[config.mk]
export PLATFORM = sky130hd
export DESIGN_NAME = cmo_ctrl
export DESIGN_NICKNAME = d
export VERILOG_FILES = /design/src/rtl/cmo_pkg.sv /design/src/rtl/cmo_ctrl.sv
export SDC_FILE = /design/constraint.sdc
export NUM_CORES = 1
export LEC_CHECK = 0
export ABC_AREA = 1
export BUFFER_PORTS_ARGS = -buffer_cell sky130_fd_sc_hd__buf_4
export CORE_UTILIZATION = 43
export CTS_CLUSTER_DIAMETER = 200
export DETAILED_ROUTE_END_ITERATION = 16
export PLACE_DENSITY_LB_ADDON = 0.15
export SLEW_MARGIN = 40
export SYNTH_ARGS = -nofsm -noshare
export SYNTH_HDL_FRONTEND = slang
export SYNTH_SLANG_ARGS = --single-unit
[constraint.sdc]
create_clock -name clock -period 1.2 [get_ports clock]
set_clock_uncertainty 0.2 [all_clocks]
set_input_delay 0.24 -clock clock [delete_from_list [all_inputs] [get_ports clock]]
set_output_delay 0.24 -clock clock [all_outputs]
set_load 0.05 [all_outputs]
[src/rtl/cmo_pkg.sv]
`default_nettype none
package cmo_pkg;

   localparam int SAMPLE_BITS  = 32;
   localparam int MAX_PERIOD   = 256;
   localparam int CFG_W        = 9;
   localparam int PERIOD_RESET = 14;
   localparam int SCALE        = 10000;
   localparam int CMO_W        = 15;

   localparam int MOVE_W  = SAMPLE_BITS + 1;
   localparam int RING_AW = (MAX_PERIOD > 1) ? $clog2(MAX_PERIOD) : 1;
   localparam int CNT_W   = $clog2(MAX_PERIOD + 1);
   localparam int SUM_W   = SAMPLE_BITS + $clog2(MAX_PERIOD);
   localparam int Q_W     = $clog2(SCALE + 1);
   localparam int PROD_W  = SUM_W + Q_W;
   localparam int DIV_CW  = $clog2(Q_W);
   localparam int CMP_W   = (CFG_W > CNT_W) ? CFG_W : CNT_W;

   typedef enum logic [3:0] {
      ST_IDLE,
      ST_MOVE,
      ST_RETIRE,
      ST_ADD,
      ST_DIFF,
      ST_ABS,
      ST_SCALE,
      ST_DIVIDE,
      ST_DONE
   } state_type;

   typedef struct packed {
      logic capture;
      logic start;
      logic retire;
      logic add_move;
      logic diff;
      logic absval;
      logic scale;
      logic div_step;
      logic load_rsp;
   } cmd_type;

   typedef struct packed {
      logic first;
      logic full;
      logic sum_zero;
   } status_type;

   // period 0 acts as 1, above the ring depth acts as the depth
   function automatic logic [CNT_W-1:0] eff_period(input logic [CFG_W-1:0] p);
      logic [CMP_W-1:0] pw;
      pw = CMP_W'(p);
      if (pw == '0) begin
         return CNT_W'(1);
      end
      if (pw > CMP_W'(MAX_PERIOD)) begin
         return CNT_W'(MAX_PERIOD);
      end
      return CNT_W'(pw);
   endfunction

endpackage
`default_nettype wire

[src/rtl/cmo_ctrl.sv]
`default_nettype none
module cmo_ctrl import cmo_pkg::*; (
   input  logic       clock,
   input  logic       reset,
   input  logic       req_valid,
   output logic       req_ready,
   input  logic       rsp_ready,
   output logic       rsp_valid,
   input  status_type status,
   output cmd_type    cmd
);

   state_type         state_ff, state_in;
   logic [DIV_CW-1:0] cnt_ff, cnt_in;
   logic              rsp_valid_ff, rsp_valid_in;

   always_ff @(posedge clock) begin
      if (reset) begin
         state_ff     <= ST_IDLE;
         cnt_ff       <= '0;
         rsp_valid_ff <= 1'b0;
      end else begin
         state_ff     <= state_in;
         cnt_ff       <= cnt_in;
         rsp_valid_ff <= rsp_valid_in;
      end
   end

   always_comb begin
      state_in  = state_ff;
      cnt_in    = cnt_ff;
      cmd       = '0;
      req_ready = 1'b0;
      case (state_ff)
         ST_IDLE: begin
            req_ready = 1'b1;
            if (req_valid) begin
               cmd.capture = 1'b1;
               state_in    = ST_MOVE;
            end
         end
         ST_MOVE: begin
            cmd.start = 1'b1;
            state_in  = status.first ? ST_IDLE : ST_RETIRE;
         end
         ST_RETIRE: begin
            cmd.retire = 1'b1;
            state_in   = ST_ADD;
         end
         ST_ADD: begin
            cmd.add_move = 1'b1;
            state_in     = status.full ? ST_DIFF : ST_IDLE;
         end
         ST_DIFF: begin
            cmd.diff = 1'b1;
            state_in = ST_ABS;
         end
         ST_ABS: begin
            cmd.absval = 1'b1;
            state_in   = ST_SCALE;
         end
         ST_SCALE: begin
            cmd.scale = 1'b1;
            cnt_in    = '0;
            state_in  = status.sum_zero ? ST_DONE : ST_DIVIDE;
         end
         ST_DIVIDE: begin
            cmd.div_step = 1'b1;
            cnt_in       = cnt_ff + 1'b1;
            if (cnt_ff == DIV_CW'(Q_W - 1)) begin
               state_in = ST_DONE;
            end
         end
         ST_DONE: begin
            if (!rsp_valid_ff || rsp_ready) begin
               cmd.load_rsp = 1'b1;
               state_in     = ST_IDLE;
            end
         end
         default: begin
            state_in = ST_IDLE;
         end
      endcase
   end

   always_comb begin
      if (cmd.load_rsp) begin
         rsp_valid_in = 1'b1;
      end else if (rsp_ready) begin
         rsp_valid_in = 1'b0;
      end else begin
         rsp_valid_in = rsp_valid_ff;
      end
   end

   assign rsp_valid = rsp_valid_ff;

endmodule
`default_nettype wire

==> results by group, run 1 <==
Placement
  • Placed cell area: 925.9 µm²
  • Port-buffer cells: 17
  • Pre-CTS setup slack: -0.2253 ns
  • Gpl congestion: 0.8237
  • Detailed Place HPWL: 1.137 mm

Status
  • Last step reached: global routing
  • Run Error: [ERROR DPL-0038] Utilization greater than 100%, impossible to legalize
  • Status: stopped before the end

Die
  • Die Y: 38.90 µm
  • Initial Utilization: 0.4937
  • Std-Cell Rows: 12
  • Die width: 38.90 µm
  • # IOs: 18

Synthesis
  • Seq cells post-synth: 9
  • Sequential area share after synthesis: 0.3077
  • Synth cell types: 21
  • Yosys top cell by area: dfxtp_1
  • Mapped Avg Cell Area: 6.296 µm²
  • Ys Warns: 0
  • Syn nets: 102
  • Cell count after synthesis: 93
  • Post-synth top area share: 0.3077
  • Largest cells by area after synthesis: dfxtp_1 31%, inv_1 11%, nand2_1 11%
  • Post-Synthesis Cell Area: 585.6 µm²

STA
  • Worst EP kind: primary output
  • Worst EP post-GRT repair: cmd[3]

Clock tree
  • Root Buffer: clkbuf_4
  • Clk sink count: 9
  • Clk buf depth: 2
  • H-tree depth: 1
  • Num CTS Buffers: 3

Global routing
  • Largest net degree at the start of global routing: 7
==> through the flow <==
step           std cells    util
4_1_cts              148  0.9757
3_5_place_dp         136  0.7806
3_3_place_gp         136  0.7806
2_1_floorplan         93       -
==> cells by family after synthesis <==
kind of cell	after synthesis	synth area share
simple gates	50	0.4039
compound gates	12	0.1111
fa+ha+maj	2	0.04273
buf+inv	20	0.1346
flops	9	0.3077
==> cells in the mapped netlist, drive strengths merged <==
cell type	n
or2	2
nand3	10
o21ai	3
nand2	19
nor2	17
a21oi	7
nor3	1
nand4	1
a31oi	1
buf	2
ha	2
a31o	1
inv	18
dfxtp	9
==> repair_timing <==
action	in CTS
setup endpoints to repair	20
buffers inserted	6
cloned	0
hold buffers	2
endpoints found under the hold margin	3
pin swaps	9
gates resized for setup	39
==> inputs of run 2 (changes only) <==
CORE_AREA = 2 2 63 65   (was unset)
CORE_UTILIZATION = unset   (was 43)
CTS_CLUSTER_DIAMETER = unset   (was 200)
DIE_AREA = 0 0 65 67   (was unset)
clock period = 1.6 ns   (was 1.2 ns; I/O delays follow)
==> run 2 against run 1 <==
The flow now finishes, with violations (setup timing). Area after synthesis unchanged. Synthesized cell count unchanged.
==> results by group, run 2 <==
Status
  • Status: finished, violations left
  • Failing checks: setup timing

Clock tree
  • Root Buffer: clkbuf_8
  • H-tree depth: 1
  • Worst-Skew Late Latency: 0.23 ns
  • Clock transition at path regs: 0.04 ns
  • Clk sink count: 9
  • Num CTS Buffers: 3
  • CTS tree: done
  • Clk buf depth: 2

Synthesis
  • Commonest cells in the netlist: 17 x inv_1, 17 x nand2_1, 14 x nor2_1
  • Post-synth top area share: 0.3077
  • Sequential area share after synthesis: 0.3077
  • Syn nets: 102
  • Ys Warns: 0
  • Synth cell types: 21
  • Post-synth top flop: dfxtp_1
  • Seq cells post-synth: 9
  • Post-synth EDFFs: 0
  • Cell count after synthesis: 93
  • Asr flop ratio synth: 0
  • Mapped Avg Cell Area: 6.296 µm²
  • Yosys top cell by area: dfxtp_1
  • Largest cells by area after synthesis: dfxtp_1 31%, inv_1 11%, nand2_1 11%
  • Post-Synthesis Cell Area: 585.6 µm²

Global routing
  • Largest net degree at the start of global routing: 9
  • Initial antenna violation count: 0
  • Total Routing Usage GR: 0.08458
  • First-pass GRT wire length: 2.711 mm
  • Vias in the first global route: 640
  • GR Overflow Total: 0

Die
  • Std-Cell Rows: 22
  • # IOs: 18
  • Die Y: 67 µm
  • Die width: 65 µm
  • Initial Utilization: 0.1624
  • Core Area: 0.003606 mm²
  • Die area: 0.004355 mm²

Detailed routing
  • Wire per inst: 9.898 µm
  • DRT antenna net count: 0
  • Drt drc: 0
  • Via count: 683
  • Drt first pass iters: 2
  • Vias/cell: 3.859
  • Starting DRT DRC Count: 11
  • Routed Wire Length: 1.752 mm

STA
  • Pins Over Slew Limit: 0
  • Final hold vios: 0
  • RSZ-0062 raised after global routing: yes
  • Final WS setup: -0.06126 ns
  • Worst-margin pin slew: 0.2806 ns
  • Final setup viols: 10
  • Final worst path period need: 1.661 ns
  • Fmax: 602.0 MHz
  • Slew headroom: 0.8123
  • Final period util: 1.038

Final layout
  • Most common cell after layout, fill and taps aside: buf_4
  • Fin area: 0.001137 mm²
  • Diode count: 0
  • Share of cells above drive strength 1: 0.5736
  • Most frequent cells in the layout: 19 x buf_4, 12 x inv_1, 12 x nand2_1, 12 x buf_6, 11 x nor2_4
  • Fillcell total: 393
  • Area Overhead vs Synth: 94.23%
  • Net count, final: 139
  • Area of the multi-input gates: 445.4 µm²
  • Register area: 196.4 µm²

Placement
  • Port-buffer cells: 17
  • Placed cell area: 837.1 µm²
  • Gpl congestion: 0.7819
  • Detailed Place HPWL: 1.269 mm

Run
  • # Max-Cap Violations: 0

Worst setup path
  • Startpoint Class: flip-flop
  • Critical path class: flip-flop to output port
  • Worst r2r src: state_ff[2]$_SDFFE_PP0P_
  • Crit end category: output port
  • Crit path required time: 1.08 ns
  • Worst EP arrival: 1.14 ns
  • R2r worst-path depth: 8
  • R2r setup slk: 0.10 ns
  • Worst reg2reg path endpoint: state_ff[1]$_SDFFE_PP0P_
  • CP max FO: 4

Pwr
  • Static leakage: 0.5392 nW
  • Pwr/cell area: 790.7 mW/mm²
  • Peak supply drop: 0.0003826 V
  • Total chip power: 0.8993 mW

Min path
  • Hold-critical path depth: 2
  • HP Start: reset
  • Hold worst-path end: state_ff[1]$_SDFFE_PP0P_
  • Tightest Hold Check Type: input port to flip-flop
## run 2: cell counts after synthesis
Identical to the previous run, type by type.
## run 2: layer usage
metal | share of wire | global-route usage
met1 | 0.45 | 0.1024
met2 | 0.50 | 0.1366
met3 | 0.043 | 0.04054
met4 | 0.0080 | 0.01596
met5 | 0 | 0
## run 2: final cells by class
cell class | instances | share of cell area
multi-input cells | 64 | 0.3916
repair buffers | 34 | 0.2838
well taps | 48 | 0.05281
flip-flops and latches | 9 | 0.1727
clock buffers | 4 | 0.03960
inverters | 18 | 0.05941
## run 2: worst max-delay path by stage
stage / from / to / slack (ns) / cells past startpoint
global placement: state_ff[1]$_SDFFE_PP0P_ / cmd[1] / 0.06 / 3
floorplan: state_ff[2]$_SDFFE_PP0P_ / cmd[2] / -0.03 / 4
finish: state_ff[2]$_SDFFE_PP0P_ / cmd[2] / -0.06 / 5
CTS: state_ff[1]$_SDFFE_PP0P_ / req_ready / -0.09 / 5
detailed placement: state_ff[1]$_SDFFE_PP0P_ / cmd[1] / 0.06 / 3
global route: state_ff[1]$_SDFFE_PP0P_ / cmd[0] / -0.11 / 5
## run 2: per-stage QoR
| step | setup TNS [ns] | util | instances | hold WS [ns] | worst slack, ns |
|---|---|---|---|---|---|
| finish | -0.4082 | 0.3154 | 177 | 0.1191 | -0.06126 |
| global route | -0.9034 | 0.3154 | 177 | 0.1244 | -0.1115 |
| global placement | 0 | 0.2321 | 162 | 0.2927 | 0.05679 |
| floorplan | -0.03407 | - | 93 | 0.2715 | -0.03407 |
| CTS | -0.5852 | 0.2817 | 173 | 0.1166 | -0.08907 |
| detailed placement | 0 | 0.2321 | 162 | 0.2894 | 0.05746 |
## run 2: kinds of logic after synthesis
kind of cell | synth area share
DFF | 0.3077
and+or+nand+nor | 0.4039
AOI/OAI and AO/OA | 0.1111
adders and majority gates | 0.04273
buffers and inverters | 0.1346
## run 2: worst max-delay path, cell delays in order, from the launching register on
cell and delay (ns):
dfxtp_4 0.38, inv_2 0.05, nor2_4 0.14, nand2_2 0.08, nor2_2 0.10, buf_6 0.16
## run 2: where the power goes
group,switching (mW),total [mW],internal [mW]
Combinational,0.221,0.383,0.162
Sequential,0.0198,0.258,0.239
Clock,0.0848,0.258,0.173
## run 2: timing repair
action / 4_1_cts / 5_1_grt
setup endpoints to repair: 10 / 12
gates resized for setup: 29 / 27
buffers inserted: 7 / 6
pin swaps: 3 / 10
hold buffers: 0 / 0
(Power assumes the default switching activity.)
==> inputs of run 3 (changes only) <==
ABC_CLOCK_PERIOD_IN_PS = 1600   (was unset)
RECOVER_POWER = 100   (was unset)
==> run 3 against run 2 <==
The flow still finishes with violations (setup timing). Combinational power is essentially flat. Highest routed layer unchanged. Wire length grew 0.23%. Cell count is the same. Sequential share of layout area grew 0.12 points. Sequential cell count is the same. Design area shrank 1.3%. Via count grew 0.15%. Largest power group unchanged. Clock power is essentially flat. Critical path depth is the same. Worst setup slack is essentially flat.
==> results by group, run 3 (synthesis results as in run 2) <==
Status
  • Status: finished, violations left
  • Failing checks: setup timing

STA
  • Final worst path period need: 1.661 ns
  • RSZ-0062 raised after global routing: yes
  • Final period util: 1.038
  • Worst-margin pin slew: 0.2806 ns
  • Pins Over Slew Limit: 0
  • Final setup viols: 10
  • Fmax: 601.9 MHz
  • Slew headroom: 0.8123
  • Final hold vios: 0
  • Final WS setup: -0.06144 ns

Pwr
  • Peak supply drop: 0.0003825 V
  • Pwr/cell area: 799.7 mW/mm²
  • Static leakage: 0.5333 nW

Global routing
  • Vias in the first global route: 640
  • First-pass GRT wire length: 2.711 mm
  • Largest net degree at the start of global routing: 9
  • GR Overflow Total: 0
  • Total Routing Usage GR: 0.08458
  • Initial antenna violation count: 0

Worst setup path
  • Bufs and invs on worst path: 2
  • Startpoint Class: flip-flop
  • CP Cell Sequence: inv_2 > nor2_4 > nand2_2 > nor2_2 > buf_6
  • Crit path required time: 1.08 ns
  • Worst EP arrival: 1.14 ns
  • Crit end category: output port
  • Critical path's largest stage delay: 0.38 ns
  • CP max FO: 4
  • Critical path class: flip-flop to output port
  • Crit path max-delay family: flip-flops
  • CP max stage cell: dfxtp_4

Detailed routing
  • Via count: 684
  • Vias/cell: 3.864
  • DRT antenna net count: 0
  • Routed Wire Length: 1.756 mm
  • Drt first pass iters: 2
  • Drt drc: 0
  • Wire per inst: 9.921 µm
  • Starting DRT DRC Count: 11

Die
  • Core Area: 0.003606 mm²
  • Die width: 65 µm
  • # IOs: 18
  • Initial Utilization: 0.1624
  • Std-Cell Rows: 22
  • Die area: 0.004355 mm²
  • Die Y: 67 µm

Final layout
  • Diode count: 0
  • Net count, final: 139
  • Most common cell after layout, fill and taps aside: buf_4
  • Fin area: 0.001122 mm²
  • Most frequent cells in the layout: 17 x buf_4, 13 x nand2_1, 12 x inv_1, 12 x buf_6, 11 x nor2_4
  • Area Overhead vs Synth: 91.67%
  • Finished Layout Cells: 177
  • Share of cells above drive strength 1: 0.5504

Clock tree
  • Clk sink count: 9
  • H-tree depth: 1
  • Worst-Skew Late Latency: 0.23 ns
  • Num CTS Buffers: 3
  • CTS tree: done
  • Root Buffer: clkbuf_8
  • Clock transition at path regs: 0.04 ns
  • Clk buf depth: 2

Placement
  • Gpl congestion: 0.7819
  • Dpl cells: 162
  • Port-buffer cells: 17
  • Detailed Place HPWL: 1.269 mm
  • Placed cell area: 837.1 µm²

Run
  • # Max-Cap Violations: 0

Min path
  • Tightest Hold Check Type: input port to flip-flop
[run 3: worst reg2reg max path, stage by stage, from the launching register on]
cell,delay [ns]
dfxtp_4,0.36
inv_2,0.09
nand2_1,0.09
nor2_4,0.15
clkbuf_1,0.21
nand2_2,0.14
nand3_2,0.09
o21ai_0,0.08
nor2_1,0.10
[run 3: cell type report]
class                   count  area, µm²
repair buffers             34      316.6
inverters                  18      67.56
fillers                   397       2484
well taps                  48      60.06
clock buffers               4      45.04
flip-flops and latches      9      195.2
multi-input cells          64      437.9
[run 3: path summary, 6_finish.rpt]
kind	start	end	slack [ns]	cells after the start
worst max-delay path	state_ff[2]$_SDFFE_PP0P_	cmd[2]	-0.06	5
worst min-delay path	reset	state_ff[1]$_SDFFE_PP0P_	0.12	2
worst max register to register	state_ff[3]$_SDFFE_PP0P_	state_ff[3]$_SDFFE_PP0P_	0.04	8
worst min register to register	cnt_ff[3]$_SDFFE_PP0P_	cnt_ff[3]$_SDFFE_PP0P_	0.30	2
[run 3: stage by stage]
| stage | hold WS, ns | power (mW) | worst slack, ns | util | setup TNS (ns) |
|---|---|---|---|---|---|
| 5_1_grt | 0.1244 | 0.9431 | -0.1115 | 0.3112 | -0.9570 |
| 2_1_floorplan | 0.2715 | 0.4516 | -0.03407 | - | -0.03407 |
| 4_1_cts | 0.1166 | 0.8507 | -0.08907 | 0.2817 | -0.5852 |
| 6_report | 0.1191 | 0.8976 | -0.06144 | 0.3112 | -0.4075 |
| 3_3_place_gp | 0.2927 | 0.5464 | 0.05679 | 0.2321 | 0 |
| 3_5_place_dp | 0.2894 | 0.5430 | 0.05746 | 0.2321 | 0 |
[run 3: timing repair]
item	4_1_cts	5_1_grt
setup buffers	7	6
pin swaps	3	10
endpoints found under the setup margin	10	12
gates resized for setup	29	27
hold buffers	0	0
endpoints found under the hold margin	0	0
[run 3: per-layer routing]
metal  up-vias  share of wire  global-route usage
met5         -              0                   0
met4         0         0.0080             0.01596
met3         2          0.043             0.04054
met2         9           0.50              0.1366
met1       312           0.45              0.1024
li1        361              -                   -
[run 3: power by group]
group | switching [mW] | internal (mW) | total [mW]
logic | 0.221 | 0.161 | 0.382
clock network | 0.0848 | 0.173 | 0.258
registers | 0.0197 | 0.238 | 0.258
==> inputs of run 4 (changes only) <==
ABC_AREA = unset   (was 1)
==> run 4 against run 3 <==
The run still ends with setup timing left. Critical path type unchanged. Largest cell class unchanged. Cell count down 11%. Worst hold slack better by 0.024 ns. Sequential share of layout area down 1.2 points. Clock-buffer cell count unchanged. Die area unchanged. Critical endpoint is now cmd[0]. Wire length down 6.4%. Utilization up 0.24 points. Design area up 0.78%. Combinational power down 36%. Worst setup slack worse by 0.31 ns.
==> results by group, run 4 <==
Synthesis
  • Post-synth top flop: dfxtp_1
  • Post-synth EDFFs: 0
  • Yosys top cell by area: dfxtp_1
  • Mapped Avg Cell Area: 7.768 µm²
  • Commonest cells in the netlist: 9 x a21oi_1, 9 x dfxtp_1, 7 x nor2_1
  • Largest cells by area after synthesis: dfxtp_1 32%, a21oi_1 8.1%, nor3_1 5.4%
  • Cell count after synthesis: 72
  • Synth cell types: 29
  • Ys Warns: 0
  • Syn nets: 81
  • Seq cells post-synth: 9
  • Sequential area share after synthesis: 0.3221
  • Post-Synthesis Cell Area: 559.3 µm²
  • Asr flop ratio synth: 0
  • Post-synth top area share: 0.3221

Clock tree
  • Root Buffer: clkbuf_8
  • Hold-fix buffers, CTS: 0
  • Num CTS Buffers: 3
  • Clk sink count: 9
  • CTS tree: done
  • H-tree depth: 1
  • Clock transition at path regs: 0.05 ns
  • Worst-Skew Late Latency: 0.23 ns
  • Clk buf depth: 2

Final layout
  • Most common cell after layout, fill and taps aside: buf_4
  • Diode count: 0
  • Fin area: 0.001131 mm²
  • Area Overhead vs Synth: 102.2%
  • Area of the multi-input gates: 442.9 µm²
  • Net count, final: 119
  • Most frequent cells in the layout: 19 x buf_4, 13 x buf_6, 9 x a21oi_1, 7 x dfxtp_1, 5 x buf_8
  • Share of cells above drive strength 1: 0.5321
  • Register area: 182.7 µm²
  • Post-layout util: 0.3137
  • Fillcell total: 382

Detailed routing
  • Wire per inst: 10.46 µm
  • DRT antenna net count: 0
  • Via count: 619
  • Starting DRT DRC Count: 8
  • Drt drc: 0
  • Vias/cell: 3.943
  • Drt first pass iters: 3
  • Routed Wire Length: 1.643 mm

Worst setup path
  • Critical path class: flip-flop to output port
  • Worst r2r src: state_ff[2]$_SDFFE_PP0P_
  • Crit end category: output port
  • Worst setup startpoint: state_ff[2]$_SDFFE_PP0P_
  • Startpoint Class: flip-flop
  • Crit path required time: 1.08 ns
  • CP max FO: 2
  • Worst EP arrival: 1.46 ns

Placement
  • Detailed Place HPWL: 1.243 mm
  • Port-buffer cells: 17
  • Placed cell area: 885.9 µm²
  • Gpl congestion: 0.7033

Pwr
  • Peak supply drop: 0.0001554 V
  • Static leakage: 0.4384 nW
  • Pwr/cell area: 658.7 mW/mm²

Global routing
  • First-pass GRT wire length: 2.794 mm
  • Initial antenna violation count: 0
  • GR Overflow Total: 0
  • Largest net degree at the start of global routing: 12
  • Total Routing Usage GR: 0.08455
  • Vias in the first global route: 601

Die
  • Die area: 0.004355 mm²
  • Core Area: 0.003606 mm²
  • Std-Cell Rows: 22
  • Initial Utilization: 0.1551
  • # IOs: 18
  • Die Y: 67 µm
  • Die width: 65 µm

Run
  • # Max-Cap Violations: 0

STA
  • Final hold vios: 0
  • Final period util: 1.235
  • Final WS setup: -0.3758 ns
  • Fmax: 506.1 MHz
  • Final worst path period need: 1.976 ns
  • Final setup viols: 11
  • RSZ-0062 raised after global routing: yes
  • Worst-margin pin slew: 0.2764 ns
  • Pins Over Slew Limit: 0
  • Slew headroom: 0.8165

Status
  • Failing checks: setup timing
  • Status: finished, violations left

Min path
  • Tightest Hold Check Type: input port to flip-flop
  • HP Start: reset
-- run 4: changes by cell type in the layout (fill, tap and decap cells not counted), moves of 4 or more --
cell / previous run / this run
a21oi_1: 5 / 9
dfxtp_4: 4 / 0
inv_1: 12 / 3
nand2_1: 13 / 3
nor2_4: 11 / 3
nand3_1: 8 / 1
inv_2: 6 / 0
-- run 4: final timing paths --
check | to | slack, ns | depth (start not counted)
max | cmd[0] | -0.38 | 3
min | cnt_ff[3]$_SDFFE_PP0P_ | 0.14 | 2
min reg2reg | cnt_ff[3]$_SDFFE_PP0P_ | 0.29 | 2
max reg2reg | state_ff[3]$_SDFFE_PP0P_ | -0.23 | 4
-- run 4: what timing repair did --
action,CTS,global route
setup endpoints to repair,11,18
hold endpoints to repair,0,0
buffers inserted,2,5
gates resized for setup,26,8
pin swaps,7,7
-- run 4: where the power goes --
part           internal [mW]  switching, mW
logic                  0.121          0.125
clock network          0.174         0.0899
registers              0.231        0.00434
total                  0.526          0.219
-- run 4: final cells by class --
cell class	instances	share of cell area
inverter	3	0.009956
clock buffer	4	0.03982
tap	48	0.05310
timing repair buffer	39	0.3440
sequential	9	0.1615
multi-input combinational	54	0.3916
-- run 4: logic make-up (layout without fill, tap and decap cells) --
family,Yosys count,count (layout),share of synthesized area
compound gates,18,18,0.1991
fa+ha+maj,2,2,0.04474
buf+inv,9,46,0.08277
flops,9,9,0.3221
simple gates,34,34,0.3512
-- run 4: metal layers --
metal / track usage / vias to the layer above / share of wire
met2: 0.1405 / 13 / 0.48
li1: - / 330 / -
met5: 0 / - / 0
met3: 0.006757 / 2 / 0.028
met1: 0.1013 / 274 / 0.47
met4: 0.06383 / 0 / 0.016
-- run 4: critical path, stage by stage (launching register included) --
cell and delay, ns:
dfxtp_2 0.32, or4b_4 0.53, and2b_1 0.22, buf_6 0.15
-- run 4: through the flow --
step	power [mW]	hold slack, ns	instances	TNS [ns]	worst slack [ns]
CTS	0.7267	0.1440	152	-2.040	-0.3725
floorplan	0.3575	0.2543	72	-2.433	-0.4287
global route	0.7818	0.1582	157	-2.443	-0.4125
global placement	0.4158	0.2706	146	-0.4077	-0.1359
detailed placement	0.4152	0.2879	146	-0.3797	-0.1412
finish	0.7450	0.1436	157	-1.889	-0.3758
